===== src/design/nsr_pkg.sv =====
`timescale 1ns / 1ps

package nsr_pkg;

    // Field widths
    localparam int RADICAND_W = 32;
    localparam int ROOT_W     = 48;
    localparam int ITER_W     = 7;
    localparam int STATUS_W   = 2;
    localparam int TOL_W      = 32;

    // Stream word widths (byte padded)
    localparam int S_TDATA_W  = 80;
    localparam int M_TDATA_W  = 64;

    // Tolerance register is Q16.16
    localparam int TOL_FRAC   = 16;
    // Aligned tolerance, wide enough for the largest fraction width
    localparam int TOLA_W     = 56;

    // Datapath widths
    localparam int HALF_W     = ROOT_W / 2;
    localparam int PROD_W     = 2 * HALF_W;
    localparam int ACC_W      = 2 * ROOT_W + 1;
    localparam int DIV_W      = ROOT_W + 1;
    localparam int DCNT_W     = $clog2(ROOT_W);

    // Saturated estimate
    localparam logic [ROOT_W-1:0] ROOT_MAX = {ROOT_W{1'b1}};

    // Result status codes
    localparam logic [STATUS_W-1:0] STAT_CONVERGED = 2'd0;
    localparam logic [STATUS_W-1:0] STAT_CAP       = 2'd1;
    localparam logic [STATUS_W-1:0] STAT_ZERO      = 2'd2;

    // Datapath operations
    typedef enum logic [3:0] {
        DP_NOP    = 4'd0,
        DP_LOAD   = 4'd1,
        DP_MUL0   = 4'd2,
        DP_MUL1   = 4'd3,
        DP_MUL2   = 4'd4,
        DP_MUL3   = 4'd5,
        DP_DIVCHK = 4'd6,
        DP_DIV    = 4'd7,
        DP_UPDATE = 4'd8
    } dp_op_t;

    // Controller to datapath
    typedef struct packed {
        dp_op_t op;
        logic   emit;
    } dp_cmd_t;

    // Datapath to controller
    typedef struct packed {
        logic guess_zero;
        logic skip_div;
        logic div_last;
        logic stop;
    } dp_sts_t;

endpackage


===== src/design/nsr_dp.sv =====
`timescale 1ns / 1ps

module nsr_dp #(
    parameter int MAX_ITERATIONS = 32,
    parameter int FRACTION_BITS  = 16
) (
    input  logic                            clk,
    input  logic                            rst_n,
    input  logic                            cfg_wr_en,
    input  logic [nsr_pkg::TOL_W-1:0]       cfg_wr_data,
    input  logic [nsr_pkg::S_TDATA_W-1:0]   in_data,
    input  nsr_pkg::dp_cmd_t                cmd,
    output nsr_pkg::dp_sts_t                sts,
    output logic [nsr_pkg::M_TDATA_W-1:0]   out_data
);

    localparam int PAD_W = nsr_pkg::M_TDATA_W - nsr_pkg::ROOT_W - nsr_pkg::ITER_W
                           - nsr_pkg::STATUS_W;

    logic [nsr_pkg::TOL_W-1:0]      tol_reg;
    logic [nsr_pkg::RADICAND_W-1:0] n_reg;
    logic [nsr_pkg::ROOT_W-1:0]     x_reg;
    logic [nsr_pkg::ROOT_W-1:0]     quo_reg;
    logic [nsr_pkg::PROD_W-1:0]     prod_reg;
    logic [nsr_pkg::ACC_W-1:0]      acc_reg;
    logic [nsr_pkg::DIV_W-1:0]      rem_reg;
    logic [nsr_pkg::DCNT_W-1:0]     div_cnt_reg;
    logic [nsr_pkg::ITER_W-1:0]     iter_reg;
    logic [nsr_pkg::STATUS_W-1:0]   stat_reg;
    logic [nsr_pkg::ROOT_W-1:0]     out_root_reg;
    logic [nsr_pkg::ITER_W-1:0]     out_iter_reg;
    logic [nsr_pkg::STATUS_W-1:0]   out_stat_reg;

    logic [nsr_pkg::RADICAND_W-1:0] radicand_in;
    logic [nsr_pkg::ROOT_W-1:0]     guess_in;
    logic [nsr_pkg::HALF_W-1:0]     mul_a;
    logic [nsr_pkg::HALF_W-1:0]     mul_b;
    logic [nsr_pkg::PROD_W-1:0]     prod;
    logic [nsr_pkg::ACC_W-1:0]      n_shift;
    logic [nsr_pkg::DIV_W-1:0]      div_d;
    logic [nsr_pkg::DIV_W-1:0]      acc_hi;
    logic [nsr_pkg::DIV_W:0]        rem_sh;
    logic [nsr_pkg::DIV_W:0]        rem_sub;
    logic                           rem_ge;
    logic                           x_zero;
    logic                           sat;
    logic [nsr_pkg::ROOT_W-1:0]     diff;
    logic [nsr_pkg::TOLA_W-1:0]     tol_al;
    logic                           conv;
    logic [nsr_pkg::ITER_W-1:0]     iter_inc;
    logic                           cap;

    // Unpack the request
    assign radicand_in = in_data[nsr_pkg::RADICAND_W-1:0];
    assign guess_in    = in_data[nsr_pkg::RADICAND_W +: nsr_pkg::ROOT_W];

    // Align the tolerance to the estimate's fraction width
    generate
        if (FRACTION_BITS >= nsr_pkg::TOL_FRAC) begin : g_tol_up
            assign tol_al = nsr_pkg::TOLA_W'(tol_reg) << (FRACTION_BITS - nsr_pkg::TOL_FRAC);
        end else begin : g_tol_down
            assign tol_al = nsr_pkg::TOLA_W'(tol_reg >> (nsr_pkg::TOL_FRAC - FRACTION_BITS));
        end
    endgenerate

    // Select half-word operands for the shared multiplier
    always_comb
    begin
        mul_a = x_reg[nsr_pkg::HALF_W-1:0];
        mul_b = x_reg[nsr_pkg::HALF_W-1:0];
        if (cmd.op == nsr_pkg::DP_MUL1)
        begin
            mul_b = x_reg[nsr_pkg::ROOT_W-1:nsr_pkg::HALF_W];
        end
        else if (cmd.op == nsr_pkg::DP_MUL2)
        begin
            mul_a = x_reg[nsr_pkg::ROOT_W-1:nsr_pkg::HALF_W];
            mul_b = x_reg[nsr_pkg::ROOT_W-1:nsr_pkg::HALF_W];
        end
    end

    assign prod    = mul_a * mul_b;
    assign n_shift = nsr_pkg::ACC_W'(n_reg) << (2 * FRACTION_BITS);

    // Divisor 2x, overflow check and one restoring division step
    assign div_d   = {x_reg, 1'b0};
    assign acc_hi  = acc_reg[nsr_pkg::ACC_W-1:nsr_pkg::ROOT_W];
    assign x_zero  = (x_reg == '0);
    assign sat     = (acc_hi >= div_d);
    assign rem_sh  = {rem_reg, acc_reg[nsr_pkg::ROOT_W-1]};
    assign rem_ge  = (rem_sh >= {1'b0, div_d});
    assign rem_sub = rem_sh - {1'b0, div_d};

    // Convergence and iteration cap
    assign diff     = (quo_reg > x_reg) ? (quo_reg - x_reg) : (x_reg - quo_reg);
    assign conv     = (nsr_pkg::TOLA_W'(diff) < tol_al);
    assign iter_inc = iter_reg + nsr_pkg::ITER_W'(1);
    assign cap      = (iter_inc == nsr_pkg::ITER_W'(MAX_ITERATIONS));

    assign sts.guess_zero = (guess_in == '0);
    assign sts.skip_div   = x_zero || sat;
    assign sts.div_last   = (div_cnt_reg == '0);
    assign sts.stop       = conv || cap;

    assign out_data = {{PAD_W{1'b0}}, out_stat_reg, out_iter_reg, out_root_reg};

    // Hold the tolerance register
    always_ff @(posedge clk or negedge rst_n)
    begin
        if (!rst_n)
        begin
            tol_reg <= nsr_pkg::TOL_W'(1);
        end
        else if (cfg_wr_en)
        begin
            tol_reg <= cfg_wr_data;
        end
    end

    // Division bit counter
    always_ff @(posedge clk or negedge rst_n)
    begin
        if (!rst_n)
        begin
            div_cnt_reg <= '0;
        end
        else if (cmd.op == nsr_pkg::DP_DIVCHK)
        begin
            div_cnt_reg <= nsr_pkg::DCNT_W'(nsr_pkg::ROOT_W - 1);
        end
        else if (cmd.op == nsr_pkg::DP_DIV)
        begin
            div_cnt_reg <= div_cnt_reg - nsr_pkg::DCNT_W'(1);
        end
    end

    // Execute datapath operations
    always_ff @(posedge clk)
    begin
        unique case (cmd.op)
            nsr_pkg::DP_LOAD:
            begin
                n_reg    <= radicand_in;
                x_reg    <= guess_in;
                iter_reg <= '0;
                stat_reg <= nsr_pkg::STAT_ZERO;
            end
            nsr_pkg::DP_MUL0:
            begin
                prod_reg <= prod;
            end
            nsr_pkg::DP_MUL1:
            begin
                acc_reg  <= nsr_pkg::ACC_W'(prod_reg) + n_shift;
                prod_reg <= prod;
            end
            nsr_pkg::DP_MUL2:
            begin
                acc_reg  <= acc_reg + (nsr_pkg::ACC_W'(prod_reg) << (nsr_pkg::HALF_W + 1));
                prod_reg <= prod;
            end
            nsr_pkg::DP_MUL3:
            begin
                acc_reg  <= acc_reg + (nsr_pkg::ACC_W'(prod_reg) << nsr_pkg::ROOT_W);
            end
            nsr_pkg::DP_DIVCHK:
            begin
                rem_reg <= acc_hi;
                if (x_zero)
                begin
                    quo_reg <= '0;
                end
                else if (sat)
                begin
                    quo_reg <= nsr_pkg::ROOT_MAX;
                end
                else
                begin
                    quo_reg <= '0;
                end
            end
            nsr_pkg::DP_DIV:
            begin
                acc_reg <= acc_reg << 1;
                quo_reg <= {quo_reg[nsr_pkg::ROOT_W-2:0], rem_ge};
                rem_reg <= rem_ge ? rem_sub[nsr_pkg::DIV_W-1:0] : rem_sh[nsr_pkg::DIV_W-1:0];
            end
            nsr_pkg::DP_UPDATE:
            begin
                x_reg    <= quo_reg;
                iter_reg <= iter_inc;
                stat_reg <= conv ? nsr_pkg::STAT_CONVERGED : nsr_pkg::STAT_CAP;
            end
            default:
            begin
            end
        endcase

        // Capture the result into the output register
        if (cmd.emit)
        begin
            out_root_reg <= x_reg;
            out_iter_reg <= iter_reg;
            out_stat_reg <= stat_reg;
        end
    end

`ifndef NO_ASSERTIONS
    // Partial remainder stays below the divisor throughout the division
    a_rem_below_divisor: assert property (@(posedge clk) disable iff (!rst_n)
        (cmd.op == nsr_pkg::DP_DIV) |-> (rem_reg < div_d))
        else $error("partial remainder not below divisor");
`endif

endmodule


===== src/design/nsr_ctrl.sv =====
`timescale 1ns / 1ps

module nsr_ctrl (
    input  logic              clk,
    input  logic              rst_n,
    input  logic              in_valid,
    output logic              in_ready,
    output logic              out_valid,
    input  logic              out_ready,
    input  nsr_pkg::dp_sts_t  sts,
    output nsr_pkg::dp_cmd_t  cmd
);

    typedef enum logic [8:0] {
        ST_IDLE   = 9'b000000001,
        ST_MUL0   = 9'b000000010,
        ST_MUL1   = 9'b000000100,
        ST_MUL2   = 9'b000001000,
        ST_MUL3   = 9'b000010000,
        ST_DIVCHK = 9'b000100000,
        ST_DIV    = 9'b001000000,
        ST_UPDATE = 9'b010000000,
        ST_FINISH = 9'b100000000
    } state_t;

    state_t state_reg;
    state_t state_next;
    logic   out_valid_reg;
    logic   out_free;

    assign in_ready  = (state_reg == ST_IDLE);
    assign out_valid = out_valid_reg;
    assign out_free  = !out_valid_reg || out_ready;

    // Sequence one request through multiply, divide and update steps
    always_comb
    begin
        state_next = state_reg;
        cmd.op     = nsr_pkg::DP_NOP;
        cmd.emit   = 1'b0;
        unique case (state_reg)
            ST_IDLE:
            begin
                if (in_valid)
                begin
                    cmd.op     = nsr_pkg::DP_LOAD;
                    state_next = sts.guess_zero ? ST_FINISH : ST_MUL0;
                end
            end
            ST_MUL0:
            begin
                cmd.op     = nsr_pkg::DP_MUL0;
                state_next = ST_MUL1;
            end
            ST_MUL1:
            begin
                cmd.op     = nsr_pkg::DP_MUL1;
                state_next = ST_MUL2;
            end
            ST_MUL2:
            begin
                cmd.op     = nsr_pkg::DP_MUL2;
                state_next = ST_MUL3;
            end
            ST_MUL3:
            begin
                cmd.op     = nsr_pkg::DP_MUL3;
                state_next = ST_DIVCHK;
            end
            ST_DIVCHK:
            begin
                cmd.op     = nsr_pkg::DP_DIVCHK;
                state_next = sts.skip_div ? ST_UPDATE : ST_DIV;
            end
            ST_DIV:
            begin
                cmd.op = nsr_pkg::DP_DIV;
                if (sts.div_last)
                begin
                    state_next = ST_UPDATE;
                end
            end
            ST_UPDATE:
            begin
                cmd.op     = nsr_pkg::DP_UPDATE;
                state_next = sts.stop ? ST_FINISH : ST_MUL0;
            end
            ST_FINISH:
            begin
                if (out_free)
                begin
                    cmd.emit   = 1'b1;
                    state_next = ST_IDLE;
                end
            end
            default:
            begin
                state_next = ST_IDLE;
            end
        endcase
    end

    // Advance state and hold the output valid flag
    always_ff @(posedge clk or negedge rst_n)
    begin
        if (!rst_n)
        begin
            state_reg     <= ST_IDLE;
            out_valid_reg <= 1'b0;
        end
        else
        begin
            state_reg <= state_next;
            if (cmd.emit)
            begin
                out_valid_reg <= 1'b1;
            end
            else if (out_ready)
            begin
                out_valid_reg <= 1'b0;
            end
        end
    end

`ifndef NO_ASSERTIONS
    // A result is only written into a free output register
    a_emit_free: assert property (@(posedge clk) disable iff (!rst_n)
        cmd.emit |-> (!out_valid_reg || out_ready))
        else $error("result written over an untaken one");

    // The last division bit always leads to the update step
    a_div_to_update: assert property (@(posedge clk) disable iff (!rst_n)
        (state_reg == ST_DIV && sts.div_last) |=> (state_reg == ST_UPDATE))
        else $error("division did not end in update");

    // A zero guess goes straight to the result without any step
    a_zero_guess: assert property (@(posedge clk) disable iff (!rst_n)
        (in_valid && in_ready && sts.guess_zero) |=> (state_reg == ST_FINISH))
        else $error("zero guess entered the iteration");
`endif

endmodule


===== src/design/newton_square_root_unit.sv =====
`timescale 1ns / 1ps

// Newton-Raphson square root in fixed point. Each request carries a 32-bit
// unsigned radicand and a 48-bit starting estimate with FRACTION_BITS
// fraction bits; the unit iterates x := (x*x + n) / (2x) until two successive
// estimates differ by less than the tolerance register (Q16.16, reset 1), or
// until MAX_ITERATIONS steps are done, and returns the last estimate
// (saturating), the step count and a status (converged, cap reached, zero
// guess). A request is taken only while no other one is in work; a finished
// result waits in the output register, so the next request may enter before
// it is taken. Each Newton step runs four steps that form x*x + n with the
// shared 24x24 multiplier, an overflow check, the bit-serial restoring
// divider (one step per quotient bit, 48 bits) and an update step; the
// divider is skipped when the quotient saturates or the estimate is zero. A
// zero guess skips the Newton steps and goes straight to the result. Write
// the tolerance only while the unit is idle.
module newton_square_root_unit #(
    parameter int MAX_ITERATIONS = 32,
    parameter int FRACTION_BITS  = 16
) (
    input  logic                           clk,
    input  logic                           rst_n,
    input  logic                           cfg_wr_en,
    input  logic [nsr_pkg::TOL_W-1:0]      cfg_wr_data,
    input  logic                           s_axis_tvalid,
    output logic                           s_axis_tready,
    // [31:0] radicand, [79:32] initial_guess
    input  logic [nsr_pkg::S_TDATA_W-1:0]  s_axis_tdata,
    output logic                           m_axis_tvalid,
    input  logic                           m_axis_tready,
    // [47:0] root, [54:48] iterations_used, [56:55] status, [63:57] zero
    output logic [nsr_pkg::M_TDATA_W-1:0]  m_axis_tdata
);

    nsr_pkg::dp_cmd_t cmd;
    nsr_pkg::dp_sts_t sts;

    // Controller: handshakes and step sequencing
    nsr_ctrl u_ctrl (
        .clk       (clk),
        .rst_n     (rst_n),
        .in_valid  (s_axis_tvalid),
        .in_ready  (s_axis_tready),
        .out_valid (m_axis_tvalid),
        .out_ready (m_axis_tready),
        .sts       (sts),
        .cmd       (cmd)
    );

    // Datapath: multiplier, divider, convergence test and result register
    nsr_dp #(
        .MAX_ITERATIONS (MAX_ITERATIONS),
        .FRACTION_BITS  (FRACTION_BITS)
    ) u_dp (
        .clk         (clk),
        .rst_n       (rst_n),
        .cfg_wr_en   (cfg_wr_en),
        .cfg_wr_data (cfg_wr_data),
        .in_data     (s_axis_tdata),
        .cmd         (cmd),
        .sts         (sts),
        .out_data    (m_axis_tdata)
    );

endmodule

===== config.mk =====
export PLATFORM = sky130hd
export DESIGN_NAME = newton_square_root_unit
export DESIGN_NICKNAME = d
export VERILOG_FILES = /design/src/design/nsr_pkg.sv /design/src/design/nsr_dp.sv /design/src/design/nsr_ctrl.sv /design/src/design/newton_square_root_unit.sv
export SDC_FILE = /design/constraint.sdc
export NUM_CORES = 2
export LEC_CHECK = 0
export CAP_MARGIN = 20
export CORE_MARGIN = 4
export CORE_UTILIZATION = 65
export CTS_CLUSTER_DIAMETER = 100
export DETAILED_ROUTE_END_ITERATION = 10
export DONT_BUFFER_PORTS = 1
export PLACE_DENSITY = 0.85
export SYNTH_ARGS = -nofsm -noshare
export SYNTH_HDL_FRONTEND = slang
export SYNTH_HIERARCHICAL = 1
export SYNTH_SLANG_ARGS = --single-unit

===== constraint.sdc =====
create_clock -name clk -period 18.2 [get_ports clk]
set_input_delay 0.91 -clock clk [delete_from_list [all_inputs] [get_ports clk]]
set_output_delay 0.91 -clock clk [all_outputs]
set_load 0.02 [all_outputs]

# Word level (Yosys, flattened, before mapping)
# Cells that the tools add are included.
dict set report op_classes {
  magnitude_cmp 4
  eq_ne 21
  n_mux 29
  n_mul 1
  reduce_logical 13
  n_addsub 8
}
# op n
set op_table {}
lappend op_table {{$pmux 97 s4} 1}
lappend op_table {{$pmux 48 s2} 2}
lappend op_table {{$mux 48} 3}
lappend op_table {{$pmux 49 s2} 1}
lappend op_table {{$add 97x73->97} 1}
lappend op_table {{$add 97x96->97} 1}
lappend op_table {{$logic_not 48->1} 2}
lappend op_table {{$sub 48x48->48} 2}
lappend op_table {{$pmux 9 s9} 1}
lappend op_table {{$mux 24} 3}
lappend op_table {{$add 48x64->65} 1}
lappend op_table {{$ge 50x49->1} 1}
lappend op_table {{$ge 49x49->1} 1}
lappend op_table {{$mux 49} 1}
lappend op_table {{$sub 49x49->49} 1}
lappend op_table {{$gt 48x48->1} 1}
lappend op_table {{$lt 48x32->1} 1}
lappend op_table {{$mul 24x24->48} 1}
lappend op_table {{$mux 9} 5}
lappend op_table {{$pmux 4 s8} 1}
lappend op_table {{$eq 4x3->1 const B} 4}
lappend op_table {{$pmux 7 s2} 1}
lappend op_table {{$mux 6} 2}
lappend op_table {{$eq 9x1->1 const B} 1}
lappend op_table {{other kinds (26)} 37}
dict set report totals {
  out_inout_bits 66
  wordCells 91
  input_bits 117
  register_bits 436
}

# Logic depth before layout (Yosys ltp)
dict set report depth {
  ltp_word 6
  ltp_mapped 41
  mapped_depth_nobuf 37
}

# Cells and area by module
# Netlist, hierarchy kept.
# module seq_area_each_um2 n_inst area_per_inst_um2 cells_per_inst
set modules_own_cells {}
lappend modules_own_cells {nsr_dp 12603.3 1 52424.0 5928}
lappend modules_own_cells {nsr_ctrl 251.5 1 656.9 75}

# Least setup slack after synthesis
# Ideal clock, no wire load.
dict set report synth_path {
  kind {register to register}
  startpoint {reg u_ctrl.state_reg[2]}
  endpoint {reg u_dp/prod_reg[46] (netlist name) (data pin)}
  path_buffers 4
  t_required_ns 17.942
  arrival_time_ns 10.107
  stages_incl_launch_ff 37
  setup_time_ns 0.258
  period_less_slack_ns 10.365
  slack_ns 7.835
  path_cell_list {dfrtp_1 > buf_6 > or4_4 > or3_1 > or4b_4 > or3b_1 > clkbuf_1 > nor3_1 > a21oi_1 > clkbuf_1 > nor2_1 > a21oi_1 > clkbuf_1 > nor2_1 > fa_1 > fa_1 > inv_1 > fa_1 > fa_1 > inv_1 > fa_1 > fa_1 > inv_1 > fa_1 > inv_1 > ha_1 > a222oi_1 > nor4b_2 > o2111ai_1 > nor4b_1 > o2111ai_1 > a41oi_1 > o41a_1 > a21oi_1 > o21ai_0 > a21oi_1 > xnor2_1}
}
# item line
set synth_lines {}
lappend synth_lines {{start: declaration} nsr_ctrl.sv:26} ;# state_t state_reg;
lappend synth_lines {{start signal: assignment} nsr_ctrl.sv:113} ;# state_reg <= state_next;
lappend synth_lines {{end signal: assignment} nsr_dp.sv:150} ;# prod_reg <= prod;
lappend synth_lines {{end signal: assignment} nsr_dp.sv:155} ;# prod_reg <= prod;
lappend synth_lines {{end signal: assignment} nsr_dp.sv:160} ;# prod_reg <= prod;
lappend synth_lines {{end: declaration} nsr_dp.sv:24} ;# logic [nsr_pkg::PROD_W-1:0] prod_reg;

==> flow_summary.yaml <==
clocking:
  cts_max_path_buffers: 3
  cts_tree: "done"
  htreeDepth: 2
  cts_sinks: 436
  cts_buffers: 52
  cts_root_buffer: "clkbuf_16"
  cts_resized: 0
  clk-insertion-delay-late_ps: 630
  clk_pin_slew_worst_paths_ps: 70
setup_path:
  cpMostUsedCell: "fa_1"
  r2r-start: "u_ctrl/state_reg[7]"
  endpoint_kind: "flop"
  critPathKind: "flop to flop"
  crit_path_start_kind: "flop"
  critPathLaunch: "u_ctrl/state_reg[7]"
  crit_slowest_cell: "a21oi_1"
  crit_required_ps: 18540
  worst-path-max-fanout: 63
  arrival_ps: 12360
  slowest_delay_ps: 870
min_path:
  hold_path.class: "primary input to async pin"
global_routing:
  grt_max_degree: 102
  grt_pass1_vias: 46370
  grt_pass1_wl_um: 289800
  grt_usage_pct: 44.77
  grt-ovfl-total: 0
  antenna_found_initial: 4
timing:
  finalSetupTns_ps: 0
  rsz0062_at_grt: "false"
  slew_viol_final: 0
  holdWs_ps: 117.6
  final_hold_viol_count: 0
  fmax_mhz: 83.19
  setup-violations-final: 0
  finClkSkew_ps: 48.83
  min_period_over_period_pct: 66.04
  max_slew_margin_pct: 15.43
  fin_crit_ps: 12020
  worst_pin_slew_ps: 1258
final_layout:
  most-common-layout-cells: "inv_1 (760), nand2_1 (699), nor2_1 (527), ha_1 (511), fa_1 (488)"
  fillerInstances: 6374
  syn_to_final_growth_pct: 5.077
  fin_nets: 6991
  layout_commonest_cell: "inv_1"
  fin_util_pct: 69.13
  largest_reg_flops: 97
  final_cells: 6985
  drive_gt1_share_pct: 4.699
yosys:
  netlist_instances: 6003
  synth_top_area_share_pct: 21.95
  ys_ff_latch: 436
  synth_top_area_cell: "edfxtp_1"
  seq_area_frac_synth_pct: 24.22
  async_reset_ff_share_pct: 11.01
  synthesis.area_um2: 53080
  synth.distinct_cells: 113
  syn_area_per_cell_um2: 8.842
  yosysWarnings: 6
  yosys-top-cells-area: "edfxtp_1 (22%), fa_1 (18%), ha_1 (12%)"
  synth-edff-count: 388
  synth_flop_cell: "edfxtp_1"
run_status:
  outcome: "finished clean"
place:
  hpwl_um: 150900
  placed_cells: 6878
  io_buffers: 0
  place.gp.congestion: 1.086
floorplanning:
  dieArea_um2: 86300
  die_h_um: 293.8
  ioPinCount: 183
  initial_utilization_pct: 65.79
  fp.dieW_um: 293.8
  rows: 104
  core_um2: 80680
job:
  maxCapViolations: 0
routing:
  drc_errors: 0
  wl_per_cell_um: 27.82
  drt_first_iter_violations: 5913
  routed_via_density: 6.760
  drt_wl_total_um: 194300
  dr.pass1.iters: 10
  final_antenna_net_count: 0
  vias: 47220
cell usage after synthesis, types with 42 or more instances:
cell type / number
nand4_1: 70
xnor2_1: 170
ha_1: 511
o21a_1: 42
fa_1: 488
nor2_1: 532
nand3_1: 72
inv_1: 762
a31oi_1: 59
a21oi_1: 417
o22ai_1: 56
a21o_1: 198
nor3_1: 73
xor2_1: 95
dfrtp_1: 46
nand2_1: 701
and3_1: 43
o21ai_0: 351
clkbuf_1: 198
o21bai_1: 46
edfxtp_1: 388
logic make-up (layout without fill, tap and decap cells):
group	count (synthesis)	count (layout)	share of synthesized area (%)
other cells	1	16	0.007065
compound gates	1511	1511	18.15
flops	436	436	24.22
simple gates	1726	1726	14.57
fa+ha+maj	999	999	30.45
buf+inv	1035	942	7.656
mux	30	30	0.5822
xor+xnor	265	265	4.373
layer usage:
metal	part of all wire, %	vias up	GRT usage, %
met5	0.076	-	0.8315
met4	7.9	8	27.79
met3	15	798	15.98
met2	41	3379	63.87
met1	37	22630	58.34
li1	-	20410	-
final timing paths:
path | end | slack, ps | depth (start not counted)
worst max-delay path | u_dp/prod_reg[46] | 6180 | 35
worst min-delay path | u_dp/tol_reg[0] | 120 | 0
worst max register to register | u_dp/prod_reg[46] | 6180 | 35
worst min register to register | u_dp/out_stat_reg[1] | 420 | 0
max in group asynchronous | u_dp/tol_reg[26] | 17840 | 1
min in group clk | u_dp/n_reg[1] | 370 | 0
worst max-delay path, delay by kind of cell (launching register included):
kind,cells,cell delay (ps)
fa+ha+maj,8,3910
compound gates,11,3410
simple gates,8,2250
buf+inv,7,1500
flops,1,480
xor+xnor,1,90
what timing repair did:
item,CTS,global route
hold endpoints to repair,46,0
hold buffers,1,0
buffers inserted,0,0
layout make-up:
type | instances | area (µm²) | area share, %
Tap cell | 1060 | 1326 | 2.378
Clock buffer | 62 | 1370 | 2.456
Timing Repair Buffer | 83 | 643.1 | 1.153
Sequential cell | 436 | 12850 | 23.05
Antenna cell | 9 | 22.52 | 0.04038
Clock inverter | 33 | 332.8 | 0.5967
Multi-Input combinational cell | 4538 | 36360 | 65.18
Inverter | 764 | 2870 | 5.146
stage by stage:
stage,worst slack [ps],instance area [µm²]
after floorplan,7835,53100
after global placement,6839,54010
after detailed placement,6496,54010
after CTS,6433,55740
after global routing,5672,55760
final,6180,55780
Power is not shown: default switching activity piles up to over one toggle a cycle in this logic, so the estimate is an artifact.
